<file path="config.mk">
export PLATFORM = sky130hd
export DESIGN_NAME = strz_div
export DESIGN_NICKNAME = d
export VERILOG_FILES = /design/src/rtl/strz_pkg.sv /design/src/rtl/strz_div.sv
export SDC_FILE = /design/constraint.sdc
export NUM_CORES = 1
export LEC_CHECK = 0
export BUFFER_PORTS_ARGS = -buffer_cell sky130_fd_sc_hd__buf_4
export CORE_MARGIN = 1
export CORE_UTILIZATION = 55
export CTS_CLUSTER_DIAMETER = 150
export DETAILED_ROUTE_END_ITERATION = 10
export PLACE_DENSITY = 0.78
export RECOVER_POWER = 25
export SYNTH_ARGS = -nofsm -noshare
export SYNTH_HDL_FRONTEND = slang
export SYNTH_SLANG_ARGS = --single-unit
</file>
<file path="constraint.sdc">
create_clock -name clk_i -period 8.26 [get_ports clk_i]
set_input_delay 0.826 -clock clk_i [delete_from_list [all_inputs] [get_ports clk_i]]
set_output_delay 0.826 -clock clk_i [all_outputs]
set_load 0.01 [all_outputs]
</file>
<file path="src/rtl/strz_pkg.sv">
// Package for the scanline triangle depth-buffer rasteriser: constants, types and helpers.
package strz_pkg;

  localparam int unsigned StoreWidth  = 256;
  localparam int unsigned StoreHeight = 256;
  localparam int unsigned DepthBits   = 24;
  localparam int unsigned StoreSize   = StoreWidth * StoreHeight;
  localparam int unsigned XBits       = $clog2(StoreWidth);
  localparam int unsigned YBits       = $clog2(StoreHeight);
  localparam int unsigned AddrBits    = XBits + YBits;
  localparam int unsigned ColorBits   = 24;
  localparam int unsigned CfgBits     = 13;
  localparam int unsigned PaddrBits   = 4;

  // Register byte addresses.
  localparam logic [PaddrBits-1:0] RegBandTop   = 4'h0;
  localparam logic [PaddrBits-1:0] RegBandBot   = 4'h4;
  localparam logic [PaddrBits-1:0] RegActWidth  = 4'h8;
  localparam logic [PaddrBits-1:0] RegActHeight = 4'hC;

  localparam logic OpDraw = 1'b0;
  localparam logic OpRead = 1'b1;

  // Divider operand widths: numerators hold a*den + d*num.
  localparam int unsigned DivNumBits = 48;
  localparam int unsigned DivDenBits = 16;

  typedef enum logic [4:0] {
    ST_CLEAR,
    ST_IDLE,
    ST_SORT1,
    ST_SORT2,
    ST_SETUP,
    ST_ROW,
    ST_EDGE_XA,
    ST_EDGE_ZA,
    ST_EDGE_XB,
    ST_EDGE_ZB,
    ST_SPAN,
    ST_PIX,
    ST_PIX_DIV,
    ST_PIX_RD,
    ST_PIX_WR,
    ST_RD_WAIT,
    ST_RD_DATA,
    ST_OUT
  } state_e;

  // Colour swizzle from 0x00BBGGRR to 0x00RRGGBB.
  function automatic logic [ColorBits-1:0] swizzle(input logic [ColorBits-1:0] c);
    swizzle = {c[7:0], c[15:8], c[23:16]};
  endfunction

endpackage

</file>
<file path="src/rtl/strz_div.sv">
// Sequential signed divider, one quotient bit per cycle, truncating toward zero.
module strz_div
  import strz_pkg::*;
(
  input  logic                         clk_i,
  input  logic                         rst_ni,
  input  logic                         start_i,
  input  logic signed [DivNumBits-1:0] num_i,
  input  logic        [DivDenBits-1:0] den_i,
  output logic                         done_o,
  output logic signed [DivNumBits-1:0] quot_o
);

  localparam int unsigned CntBits = $clog2(DivNumBits + 1);

  logic [DivNumBits-1:0] rem_q, rem_d, quo_q, quo_d;
  logic [DivDenBits-1:0] den_q, den_d;
  logic                  neg_q, neg_d;
  logic [CntBits-1:0]    cnt_q, cnt_d;
  logic                  busy_q, busy_d;
  logic [DivNumBits:0]   trial;

  // Restoring division on magnitudes, sign fixed at the end.
  always_comb begin
    rem_d  = rem_q;
    quo_d  = quo_q;
    den_d  = den_q;
    neg_d  = neg_q;
    cnt_d  = cnt_q;
    busy_d = busy_q;
    trial  = '0;
    if (start_i) begin
      neg_d  = num_i[DivNumBits-1];
      quo_d  = num_i[DivNumBits-1] ? DivNumBits'(-num_i) : DivNumBits'(num_i);
      rem_d  = '0;
      den_d  = den_i;
      cnt_d  = CntBits'(DivNumBits);
      busy_d = 1'b1;
    end else if (busy_q) begin
      trial = {rem_q, quo_q[DivNumBits-1]} - {{(DivNumBits+1-DivDenBits){1'b0}}, den_q};
      if (!trial[DivNumBits]) begin
        rem_d = trial[DivNumBits-1:0];
        quo_d = {quo_q[DivNumBits-2:0], 1'b1};
      end else begin
        rem_d = {rem_q[DivNumBits-2:0], quo_q[DivNumBits-1]};
        quo_d = {quo_q[DivNumBits-2:0], 1'b0};
      end
      cnt_d = cnt_q - 1'b1;
      if (cnt_q == CntBits'(1)) begin
        busy_d = 1'b0;
      end
    end
  end

  always_ff @(posedge clk_i or negedge rst_ni) begin
    if (!rst_ni) begin
      busy_q <= 1'b0;
      cnt_q  <= '0;
    end else begin
      busy_q <= busy_d;
      cnt_q  <= cnt_d;
    end
  end

  always_ff @(posedge clk_i) begin
    rem_q <= rem_d;
    quo_q <= quo_d;
    den_q <= den_d;
    neg_q <= neg_d;
  end

  assign done_o = busy_q && (cnt_q == CntBits'(1)) && !start_i;
  assign quot_o = neg_d ? -$signed(quo_d) : $signed(quo_d);

endmodule

</file>
* After elaboration in Yosys (flattened, before gate mapping) *
Index checks and enable logic that the tools add are counted.

word-level totals
  register bits after elaboration = 120
  bits of input ports = 67
  output and inout bits = 49
  word-level logic and storage cells = 27

operators by class
  $add $sub $neg = 4
  equal/unequal tests = 1
  multiplexer cells = 12
  reduce and logical (&&, ||, !) cells = 4

operator list
  kind                 count
  $mux 48              5
  $neg 48->48          2
  $sub 49x16->49       1
  $mux 6               2
  $eq 6x1->1 const B   1
  $sub 6x1->6 const B  1
  $mux 1               5
  $logic_and 1x1->1    2
  $reduce_bool 2->1    1
  $logic_not 1->1      1

* Logic depth before layout (Yosys ltp) *
Gate-level depths: netlist of the first run.

  word-level depth = 6
  gate-level depth with buffers = 18
  gate-level depth less buffers = 15

* Worst setup path before layout of the first run *
Ideal clock, no wire load.

  path kind = input -> output
  start point = input start_i
  end point = output quot_o[42]
  data arrival time = 4.365 ns
  required time = 7.434 ns
  slack = 3.069 ns
  cell stages on the path = 17
  path buffers = 6
  cell sequence = clkbuf_1 > buf_2 > buf_2 > buf_2 > buf_2 > nor2_1 > a22oi_1 > o31ai_1 > mux2i_1 > ha_1 > inv_1 > nor4_2 > nand4bb_1 > or3_1 > buf_2 > o41ai_2 > xnor2_1

between the ends
  longest elaborated chain between the ends = 3
  elaborated cells on any way between the ends = 4
  those cells by class = 1 x add/sub; 3 x mux

RTL lines
  element          line            text
  start, declared  strz_div.sv:7   input logic start_i,
  $mux 48          strz_div.sv:32  if (start_i) begin
  $neg 48->48      strz_div.sv:73  assign quot_o = neg_d ? -$signed(quo_d) : $signed(quo_d);
  $mux 48 (*)      strz_div.sv:73
  end, declared    strz_div.sv:11  output logic signed [DivNumBits-1:0] quot_o

Mark *: on every way between the ends. The rest lies on a longest branch, timed or not.

* Worst setup path after layout of the first run *
  start point = register quo_q[47]
  end point = output quot_o[46]

between the ends
  longest elaborated chain between the ends = 6

RTL lines
  element                 line            text
  start, declared         strz_div.sv:16  logic [DivNumBits-1:0] rem_q, rem_d, quo_q, quo_d;
  start signal, assigned  strz_div.sv:67  quo_q <= quo_d;
  $sub 49x16->49          strz_div.sv:40  trial = {rem_q, quo_q[DivNumBits-1]} - {{(DivNumBits+1-DivDenBits){1'b0}}, den_q};
  $mux 1                  strz_div.sv:41  if (!trial[DivNumBits]) begin
  $mux 48                 strz_div.sv:39  end else if (busy_q) begin
  $mux 48                 strz_div.sv:32
  $neg 48->48             strz_div.sv:73
  $mux 48                 strz_div.sv:73

Every way passes these cells.

==> results.md, run 1 <==
Routing:
- The detail-routed net length per standard cell is 17.81 um.
- The first-pass detailed-route iteration total is 5.
- Summed over all nets, wire length on met2 after detailed routing comes to 11.97 mm.
- Using the TritonRoute via totals, the vias-per-cell ratio works out to 6.301.
- In the routed design, unresolved DRC markers number 0.
- The total number of vias is 8,557.
- After detailed routing, the met3 layer carries 1.690 mm of wire.
- After detailed routing, the wire length on met1 is 9.926 mm.
- The total wire length after detailed routing is 24.19 mm.
- The number of violations reported at the end of detailed-routing iteration 0 is 657.
- In this run the top signal layer used is met4.
- The remaining antenna violation count is 0.

Floorplanning:
- The standard-cell row count is 45.
- The x dimension of the die is 128.3 um.
- The area of the core region is 15,370 sq um.
- During I/O placement, the number of pins put on the boundary was 116.
- In this run the vertical extent of the chip is 128.3 um.
- The total die area is 16,460 sq um.
- The initial standard-cell utilization of the core is 57.07%.

CTS:
- The clock passes through at most 2 buffers.
- The H-tree generated during clock tree synthesis spans 4 levels.
- The count of instances resized after the clock tree is built is 0.
- CTS saw 120 sinks.
- Buffers inserted to repair hold after CTS numbered 0.
- After clock tree synthesis, the setup repair step added 0 buffers.
- TritonCTS built the clock tree.
- The cell chosen for the clock root is clkbuf_16.
- For the worst-skew pair, the clock arrives at the later sink with an insertion delay of 0.42 ns.
- The clock-pin slew reported for the worst setup and hold paths after clock tree synthesis is 0.06 ns.
- The CTS buffer count is 17.

STA:
- The post-layout minimum cycle time is 6.739 ns.
- The final count of hold timing violations is 0.
- The slew at the pin closest to its max-slew limit is 1.633 ns.
- Setup repair after global routing left no endpoint under its margin.
- The remaining max-slew budget at the tightest pin is -8.837%.
- The worst-case clock skew is 0.005913 ns.
- The post-layout worst setup margin is 1.521 ns.
- The final-layout setup total negative slack is 0 ns.
- The final max-slew violation count came to 34.
- Dividing the final minimum period by the clock period gives 81.58%.
- Timing would allow up to 148.4 MHz.
- The total setup violations reported at the end of the flow is 0.

Setup path:
- At the worst endpoint, the required time is 7.43 ns.
- The number of buffers and inverters on the critical path is 3.
- The kind of start point of the critical path is a register.
- The total number of cells along the worst setup path is 16.
- For the worst setup path, the data arrival time is 5.91 ns.
- The worst stage delay on the critical path is 0.93 ns.
- Traced cell by cell, the critical path runs through inv_1 -> ha_1 -> fa_1 -> nand2b_1 -> a21oi_1 -> o311ai_0 -> o311ai_0 -> mux2i_1 -> ha_1 -> inv_1 -> nor4_2 -> nand4bb_1 -> or3_1 -> o41ai_2 -> xnor2_1 -> buf_4.
- Among all stages on the critical path, the largest delay is contributed by o311ai_0.
- The type of the setup path with the least slack is register to primary output.
- The worst setup path is captured at a primary output.
- The depth of the most critical reg-to-reg path is 13.
- The biggest fanout along the worst timing path is 7.
- The family of cells with the greatest summed delay on the critical path is compound AO/OA/AOI/OAI gates.

GRT:
- The first-pass GRT wire length is 39.16 mm.
- For this run the aggregate overflow at the end of global routing stands at 0.
- The number of antenna violations at the first check in global routing was 0.
- The pin count of the biggest net entering global routing is 85.
- The global routing usage summed across all routing layers is 29.78%.
- The number of global-route vias before repair is 7,930.

Run status:
- The checks that failed: max-capacitance violations, max-slew violations.
- The flow ran to the end, but the final reports show violations.

Run:
- The count of maximum capacitance violations is 1.

Logic synthesis:
- The share of the yosys chip area belonging to registers is 29.61%.
- The number of storage elements in the synthesis netlist is 120.
- The count of unique library cells instantiated by Yosys is 87.
- The number of enable-type register cells in the synthesized netlist is 16.
- The Yosys warning count is 0.
- The combined area of all synthesized cells is 8772 sq um.
- In the synthesized netlist the async set-or-reset flop fraction comes to 5.833%.
- The number of nets handed over by synthesis was 1,144.
- Each instance of the synthesized netlist takes up on average 8.307 sq um.
- The most common flop cell mapped by yosys is dfxtp_1.
- After technology mapping, the gate count stands at 1,056.

Power:
- The part of the power in registers is 29.1%.
- The share of total power dissipated in combinational logic is 45.4%.
- The internal power is 1.856 mW.
- The worst-case IR drop observed on VDD is 0.2194 mV.
- The leakage power figure is 4.128 nW.
- For this design the total switching power over the nets is 1.190 mW.
- In this run, the clock network consumes 25.4% of the power.
- The power density relative to cell area is 296.3 nW/um^2.
- The net switching share of the total power is 39.07%.

Layout:
- In the layout the commonest cells are nor2_1, buf_4, dfxtp_1.
- The share of cells above drive strength 1 is 17.35%.
- The area added between synthesis and finish is 17.17%.
- The filler cells instantiated in the layout total 1,287.
- The register area is 2601 sq um.
- The multi-input combinational cells in the finished layout cover a total of 5739 sq um.
- The most common cell after layout, fill and taps aside is nor2_1.
- The number of nets in the layout is 1,222.
- The antenna diode count is 0.

Worst hold path:
- The min-delay analysis places its worst path in the category input pin to async pin.

Placement:
- The count of buffers added on input and output ports is 115.
- The final weighted congestion in routability-driven placement is 0.9315.
- Prior to clock tree synthesis, the placed netlist has a worst setup slack of 2.096 ns.
- The HPWL reported at the end of detailed placement is 16.57 mm.
[area by class of cell]
type | instances | share of cell area [%]
Clock buffer | 22 | 4.930
Clock inverter | 10 | 1.096
Inverter | 46 | 1.680
Multi-Input combinational cell | 829 | 55.84
Sequential cell | 120 | 25.31
Tap cell | 211 | 2.568
Timing Repair Buffer | 120 | 8.582
[registers in the layout, summed over array words and instances, names as in the netlist]
register / count
den_q: 16
rem_q: 48
neg_q: 1
quo_q: 48
busy_q: 1
cnt_q: 6
[power by group through the flow]
stage	clock [mW]	combinational, mW	sequential [mW]
2_1_floorplan	0	1.03	0.854
3_3_place_gp	0	1.32	0.889
5_1_grt	0.807	1.53	0.909
4_1_cts	0.782	1.38	0.885
6_report	0.774	1.38	0.888
3_5_place_dp	0	1.36	0.892
[metal layers]
layer / up-vias / global-route usage, %
met5: - / 0
met4: 0 / 11.07
met3: 53 / 5.634
met2: 375 / 51.22
met1: 4018 / 36.81
li1: 4111 / -
[cell families (layout without fill, tap and decap cells)]
logic type / after synthesis / count (layout) / share of synthesized area (%)
XOR/XNOR: 108 / 108 / 10.78
adder cells (fa/ha/maj): 21 / 21 / 3.081
multiplexers: 50 / 50 / 5.905
flip-flops: 120 / 120 / 29.61
AND/OR/NAND/NOR: 380 / 380 / 23.68
buffers and inverters: 107 / 198 / 4.921
AO/OA/AOI/OAI: 270 / 270 / 22.02
[metrics by stage]
| stage | std cells | hold WS (ns) | util [%] | power, mW | area (sq um) |
|---|---|---|---|---|---|
| after floorplan | 1056 | 0.4689 | - | 1.881 | 8772 |
| after global placement | 1326 | 0.4845 | 63.06 | 2.210 | 9693 |
| after detailed placement | 1326 | 0.4879 | 63.06 | 2.249 | 9693 |
| after CTS | 1358 | 0.1965 | 67.09 | 3.050 | 10310 |
| after global routing | 1358 | 0.3062 | 66.87 | 3.243 | 10280 |
| final | 1358 | 0.2875 | 66.87 | 3.046 | 10280 |
[cells in the mapped netlist, types with 8 or more instances]
cell type	count	area, sq um
buf_1	11	41.29
nor2_1	113	424.2
a31oi_1	19	118.9
ha_1	20	250.2
a311oi_1	8	70.07
or3_1	18	112.6
buf_2	14	70.07
mux2_2	14	157.7
nor3_1	36	180.2
or2_2	8	50.05
clkbuf_1	33	123.9
nand2b_1	12	75.07
inv_1	45	168.9
nand4_1	16	100.1
mux2i_1	36	360.4
nor4_1	26	162.7
o31ai_1	19	142.6
edfxtp_1	16	480.5
xnor2_1	69	604.3
o21ai_0	30	150.1
dfxtp_1	97	1942
or4_1	14	105.1
xor2_1	39	341.6
nand3_1	21	105.1
a211oi_1	59	442.9
nand2_1	46	172.7
nor2b_1	25	156.4
a21oi_1	57	285.3
[final timing paths]
| path | startpoint | to | slack [ns] |
|---|---|---|---|
| setup / recovery | quo_q[47] | quot_o[46] | 1.52 |
| hold / removal | rst_ni | cnt_q[0] | 0.29 |
| setup reg to reg | quo_q[47] | rem_q[19] | 3.87 |
| hold reg to reg | rem_q[14] | rem_q[14] | 0.50 |
| max in group asynchronous | rst_ni | busy_q | 7.67 |
| min in group clk_i | rem_q[14] | rem_q[14] | 0.50 |
(Power assumes the default switching activity.)
==> inputs of run 2 (changes only) <==
- clock period: 8.26 -> 7 ns (I/O delays scaled with it)
==> results.md, run 2 (synthesis results as in run 1) <==
Run status:
- The flow ran to the end, but the final reports show violations.
- The checks that failed: max-capacitance violations, max-slew violations.

Layout:
- The number of filler instances in the final layout is 1,288 (+0.078%).
- The area of all placed cells without fillers was 10,280 sq um (about the same).
- The core occupancy in the finished layout is 66.91% (about the same).
- The register area was 2601 sq um (unchanged).
- The area added between synthesis and finish is 17.24% (about the same).
- The number of nets in the layout is 1,224 (+0.16%).
- Leaving out fill and tap cells, the most frequent cell in the layout is nor2_1.
- The share of cells above drive strength 1 is 17.67% (+0.32 points).
- The top cell types in the final layout, fill and taps aside, are nor2_1, buf_4, dfxtp_1.
- In the final layout, the registers with the most flip-flops are quo_q x48, rem_q x48, den_q x16.
- The area of the multi-input gates is 5754 sq um (+0.26%).
- The antenna diode count is 0 (unchanged).

CTS:
- The post-cts hold buffer count came to 0 (unchanged).
- The clock sink total was 120 (unchanged).
- The count of H-tree levels built during CTS is 4 (unchanged).
- The number of buffers on the longest clock path came to 2 (unchanged).
- The CTS buffer count came to 17 (unchanged).
- TritonCTS built the clock tree.
- The buffers inserted during post-CTS setup optimization was 0 (unchanged).
- The cell chosen for the clock root is clkbuf_16.
- The count of instances resized after the clock tree is built is 0 (unchanged).
- The source-to-sink clock delay at the later pin of the worst-skew pair is 0.43 ns (about the same).
- The clock-pin slew reported for the worst setup and hold paths after clock tree synthesis is 0.06 ns (about the same).

GRT:
- The pin count of the biggest net entering global routing is 91 (+7.1%).
- The number of antenna violations at the first check in global routing is 0 (unchanged).
- The global routing usage summed across all routing layers was 29.52% (-0.25 points).
- The number of global-route vias before repair is 8,002 (+0.91%).
- The total overflow reported by the global router is 0 (unchanged).
- The first-pass GRT wire length came to 38.60 mm (-1.4%).

Setup path:
- The startpoint of the worst-slack reg-to-reg timing path is quo_q[47].
- The depth of the most critical reg-to-reg path is 13 (unchanged).
- The data required time at the worst endpoint is 6.30 ns (-1.13 ns).
- In this run the critical register-to-register path is captured at rem_q[19].
- The kind of start point of the critical path is a register.
- The critical path data arrival time is 5.83 ns (-0.08 ns).
- The biggest fanout along the worst timing path is 7 (unchanged).
- The timing endpoint of the critical path is quot_o[46].
- The worst setup path is captured at a primary output.
- The type of the setup path with the least slack is register to primary output.
- Tracing the worst setup path back leads to its startpoint at quo_q[47].
- The register-to-register path setup slack came to 2.69 ns (-1.18 ns).

Power:
- The leakage power figure is 4.123 nW (-0.11%).
- The worst supply voltage drop on vdd came to 0.1996 mV (-9.0%).
- The power density relative to cell area came to 344.6 nW/um^2 (+16%).

Routing:
- The total number of vias is 8,471 (-1.0%).
- The detail-routed via count per cell came to 6.229 (-1.2%).
- The total wire length after detailed routing is 23.78 mm (-1.7%).
- The number of remaining DRC errors was 0 (unchanged).
- The remaining antenna violation count came to 0 (unchanged).
- The number of violations reported at the end of detailed-routing iteration 0 was 652 (-0.76%).
- The detail-routed net length per standard cell is 17.48 um (-1.9%).
- The first-pass detailed-route iteration total was 7 (+2).

STA:
- The post-layout minimum cycle time is 6.526 ns.
- The post-layout worst setup margin is 0.4744 ns (-1.047 ns).
- After layout, the worst path uses 93.22% of the clock period.
- Derived from the worst setup path, the maximum achievable clock frequency is 153.2 MHz.
- The slew at the pin closest to its max-slew limit is 2.450 ns (+0.8173 ns).
- The remaining max-slew budget at the tightest pin is -63.32% (-54 points).
- The final max-slew violation count is 56 (+65%).
- The final worst hold slack is 0.1610 ns (-0.1265 ns).
- The final count of hold timing violations is 0 (unchanged).
- The final-layout setup total negative slack is 0 ns (unchanged).
- The total setup violations reported at the end of the flow is 0 (unchanged).
- The worst-case clock skew is 0.004803 ns (-0.001110 ns).
- Setup repair after global routing left no endpoint under its margin.

Floorplanning:
- The height of the die is 128.3 um (unchanged).
- The number of top-level pins is 116 (unchanged).
- The initial standard-cell utilization of the core was 57.07% (unchanged).
- The total die area came to 16,460 sq um (unchanged).
- The x dimension of the die came to 128.3 um (unchanged).
- The area of the core region was 15,370 sq um (unchanged).
- The standard-cell row count is 45 (unchanged).

Placement:
- The total of buffers placed on input and output ports is 115 (unchanged).
- The standard cell area after detailed placement was 9708 sq um (+0.15%).
- The final weighted congestion in routability-driven placement is 0.9361 (+0.49%).
- The HPWL reported at the end of detailed placement is 16.73 mm (+1.0%).
- The placement-stage worst setup slack is 1.057 ns (-1.039 ns).

Run:
- The count of maximum capacitance violations came to 1 (unchanged).

Worst hold path:
- The class of the most critical hold timing path is input pin to async pin.
## run 2: routing by layer
| metal | wire length, um | up-vias | track usage, % |
|---|---|---|---|
| met3 | 1738 | 67 | 5.968 |
| met4 | 588 | 0 | 11.49 |
| li1 | - | 4095 | - |
| met1 | 9637 | 3958 | 35.63 |
| met2 | 11810 | 351 | 51.32 |
| met5 | 0 | - | 0 |
## run 2: metrics by stage
stage          std cells  total power [mW]
2_1_floorplan       1056             2.219
3_3_place_gp        1328             2.612
5_1_grt             1360             3.794
4_1_cts             1360             3.550
3_5_place_dp        1328             2.649
6_report            1360             3.544
## run 2: worst max-delay path, stage by stage (launching register included)
cell,delay (ns)
dfxtp_1,0.33
inv_1,0.06
ha_1,0.22
fa_1,0.41
nand2b_1,0.19
a21oi_1,0.17
o311ai_0,0.21
o311ai_0,0.88
mux2i_1,0.46
ha_1,0.23
inv_1,0.08
nor4_2,0.49
nand4bb_1,0.34
or3_1,0.60
o41ai_2,0.42
xnor2_1,0.16
buf_4,0.15
## run 2: power by group
part / total, mW / internal, mW / switching, mW
registers: 1.04 / 0.878 / 0.166
logic: 1.61 / 0.730 / 0.881
clock network: 0.890 / 0.531 / 0.359
## run 2: worst min path at each step
stage / startpoint / end / slack (ns) / depth (start not counted)
6_report: rst_ni / cnt_q[5] / 0.16 / 1
5_1_grt: rst_ni / cnt_q[5] / 0.20 / 1
4_1_cts: rst_ni / cnt_q[5] / 0.07 / 1
3_5_place_dp: rem_q[14] / rem_q[14] / 0.49 / 2
3_3_place_gp: rem_q[14] / rem_q[14] / 0.48 / 2
2_1_floorplan: rst_ni / busy_q / 0.40 / 0
## run 2: layout make-up
class                   instances  share of cell area [%]
clock buffers                  17                   4.136
clock inverters                15                   1.618
inverters                      46                   1.679
multi-input cells             829                   55.95
flip-flops and latches        120                   25.29
well taps                     211                   2.567
repair buffers                122                   8.759
==> inputs of run 3 (changes only) <==
- CTS_BUF_LIST: default -> sky130_fd_sc_hd__clkbuf_8
- clock period: 7 -> 7.1 ns (I/O delays scaled with it)
==> results.md, run 3 (synthesis results as in run 1) <==
Floorplanning:
- The number of top-level pins is 116 (unchanged).
- The x dimension of the die came to 128.3 um (unchanged).
- The initial standard-cell utilization of the core is 57.07% (unchanged).
- The area of the core region came to 15,370 sq um (unchanged).
- The standard-cell row count was 45 (unchanged).
- The total die area is 16,460 sq um (unchanged).
- The height of the die was 128.3 um (unchanged).

Setup path:
- The kind of start point of the critical path is a register.
- The data required time at the worst endpoint is 6.39 ns (+0.09 ns).
- The depth of the most critical reg-to-reg path is 13 (unchanged).
- The critical path data arrival time came to 5.83 ns (about the same).
- In this run the critical register-to-register path is launched from quo_q[47].
- Walking the worst path, the cells encountered are inv_1 -> ha_1 -> fa_1 -> nand2b_1 -> a21oi_1 -> o311ai_0 -> o311ai_0 -> mux2i_1 -> ha_1 -> inv_1 -> nor4_2 -> nand4bb_1 -> or3_1 -> o41ai_2 -> xnor2_1 -> buf_4.
- The critical path buffer and inverter count was 3 (unchanged).
- The worst stage delay on the critical path is 0.91 ns (+0.03 ns).
- The family of cells with the greatest summed delay on the critical path is compound AO/OA/AOI/OAI gates.
- On the critical path, the stage with the largest delay is an instance of o311ai_0.
- The worst setup path is captured at a primary output.
- The total number of cells along the worst setup path is 16 (unchanged).
- In this run the critical register-to-register path is captured at rem_q[19].
- The register-to-register path setup slack is 2.74 ns (+0.05 ns).
- The biggest fanout along the worst timing path is 7 (unchanged).
- The critical path in this run is classified as register to primary output.

CTS:
- The source-to-sink clock delay at the later pin of the worst-skew pair was 0.46 ns (+0.03 ns).
- The clock-pin slew reported for the worst setup and hold paths after clock tree synthesis came to 0.07 ns (about the same).
- The buffers inserted during post-CTS setup optimization is 0 (unchanged).
- The cell chosen for the clock root is clkbuf_8.
- The post-cts hold buffer count is 0 (unchanged).
- The number of buffers on the longest clock path came to 2 (unchanged).
- TritonCTS built the clock tree.
- The CTS buffer count is 17 (unchanged).
- The count of H-tree levels built during CTS is 4 (unchanged).
- The clock sink total was 120 (unchanged).
- The count of instances resized after the clock tree is built is 0 (unchanged).

STA:
- The final-layout setup total negative slack is 0 ns (unchanged).
- The slew at the pin closest to its max-slew limit is 1.258 ns (-1.192 ns).
- The peak clock frequency supported by timing is 152.9 MHz.
- The period utilization is 92.14%.
- Setup repair after global routing left no endpoint under its margin.
- The post-layout worst setup margin was 0.5581 ns (+0.08376 ns).
- The remaining max-slew budget at the tightest pin is 16.16% (+79 points).
- The final max-slew violation count is 0 (-100%).
- The post-layout minimum cycle time is 6.542 ns.
- The worst-case clock skew is 0.007825 ns (+0.003023 ns).
- The final count of hold timing violations came to 0 (unchanged).
- The total setup violations reported at the end of the flow came to 0 (unchanged).

Power:
- The leakage power figure is 4.053 nW (-1.7%).
- The worst supply voltage drop on vdd is 0.1606 mV (-20%).
- The power density relative to cell area came to 324.1 nW/um^2 (-5.9%).

Placement:
- The placement-stage worst setup slack was 1.090 ns (+0.03273 ns).
- The total of buffers placed on input and output ports came to 115 (unchanged).
- The HPWL reported at the end of detailed placement is 16.63 mm (-0.63%).
- The final weighted congestion in routability-driven placement is 0.9494 (+1.4%).
- The standard cell area after detailed placement is 9723 sq um (+0.15%).

Layout:
- Relative to the synthesized area, the layout overhead comes to 15.46%.
- The top cell types in the final layout, fill and taps aside, are nor2_1, buf_4, dfxtp_1.
- In the final layout, the registers with the most flip-flops are quo_q x48, rem_q x48, den_q x16.
- The area of all placed cells without fillers came to 10,130 sq um (-1.5%).
- The number of filler instances in the final layout is 1,343 (+4.3%).
- The area of the multi-input gates is 5754 sq um (unchanged).
- The share of cells above drive strength 1 is 17.90% (+0.23 points).
- The most common cell after layout, fill and taps aside is nor2_1.
- The register area is 2601 sq um (unchanged).
- The core occupancy in the finished layout is 65.89% (-1.0 points).
- The antenna diode count is 0 (unchanged).
- The number of nets in the layout is 1,226 (+0.16%).

Routing:
- The detail-routed via count per cell was 6.257 (+0.45%).
- The number of violations reported at the end of detailed-routing iteration 0 is 677 (+3.8%).
- The detail-routed net length per standard cell came to 17.40 um (-0.50%).
- The remaining antenna violation count is 0 (unchanged).
- The number of remaining DRC errors is 0 (unchanged).
- The total wire length after detailed routing is 23.69 mm (-0.35%).
- The first-pass detailed-route iteration total came to 6 (-1).
- The total number of vias is 8,522 (+0.60%).

GRT:
- The first-pass GRT wire length is 38.61 mm (about the same).
- The number of global-route vias before repair is 7,975 (-0.34%).
- The global routing usage summed across all routing layers came to 29.42% (-0.098 points).
- The pin count of the biggest net entering global routing is 69 (-24%).
- The total overflow reported by the global router is 0 (unchanged).
- The number of antenna violations at the first check in global routing is 0 (unchanged).

Run status:
- The flow ran to the end, and the final reports show no timing, DRC or antenna violations.

Run:
- The count of maximum capacitance violations is 0 (-1).

Worst hold path:
- The worst hold path belongs to the class input pin to async pin.
## run 3: changes by cell type in the layout (fill, tap and decap cells not counted), sizes merged
cell      change
buf           +2
clkbuf        +5
clkinv        -1
clkinvlp      +2
inv           -6
## run 3: report_power, final
part	leakage [nW]	total (mW)	switching, mW	internal, mW
combinational	2.81	1.60	0.879	0.720
clock	0.203	0.655	0.297	0.358
sequential	1.04	1.03	0.165	0.864
total	4.05	3.28	1.34	1.94
## run 3: final cells by class
class	instances	share of cell area [%]
Clock buffer	22	2.989
Clock inverter	10	1.161
Inverter	46	1.705
Multi-Input combinational cell	829	56.81
Sequential cell	120	25.68
Tap cell	211	2.607
Timing Repair Buffer	124	9.043
## run 3: how the worst max path moves through the flow
| stage | start | to |
|---|---|---|
| 2_1_floorplan | quo_q[47] | quot_o[42] |
| 3_3_place_gp | quo_q[47] | quot_o[46] |
| 3_5_place_dp | quo_q[47] | quot_o[46] |
| 4_1_cts | quo_q[47] | quot_o[46] |
| 5_1_grt | quo_q[47] | quot_o[46] |
| 6_report | quo_q[47] | quot_o[46] |
## run 3: through the flow
stage | power [mW] | instances | hold WS [ns]
finish | 3.283 | 1362 | 0.1395
floorplan | 2.188 | 1056 | 0.4144
CTS | 3.286 | 1362 | 0.03566
global route | 3.507 | 1362 | 0.1602
detailed placement | 2.616 | 1330 | 0.4984
global placement | 2.580 | 1330 | 0.4803
## run 3: per-layer routing
layer	track usage, %	up-vias	routed length, um
met2	49.13	347	11400
met4	13.15	0	729
met3	5.634	70	1502
met1	36.72	3994	10070
met5	0	-	0
li1	-	4111	-
## run 3: worst register-to-register path, delay by kind of cell, from the launching register on
kind            cells  cell delay [ns]
flops               1             0.33
fa+ha+maj           2             0.62
simple gates        3             1.09
xor+xnor            2             0.32
compound gates      4             1.53
buf+inv             2             0.38
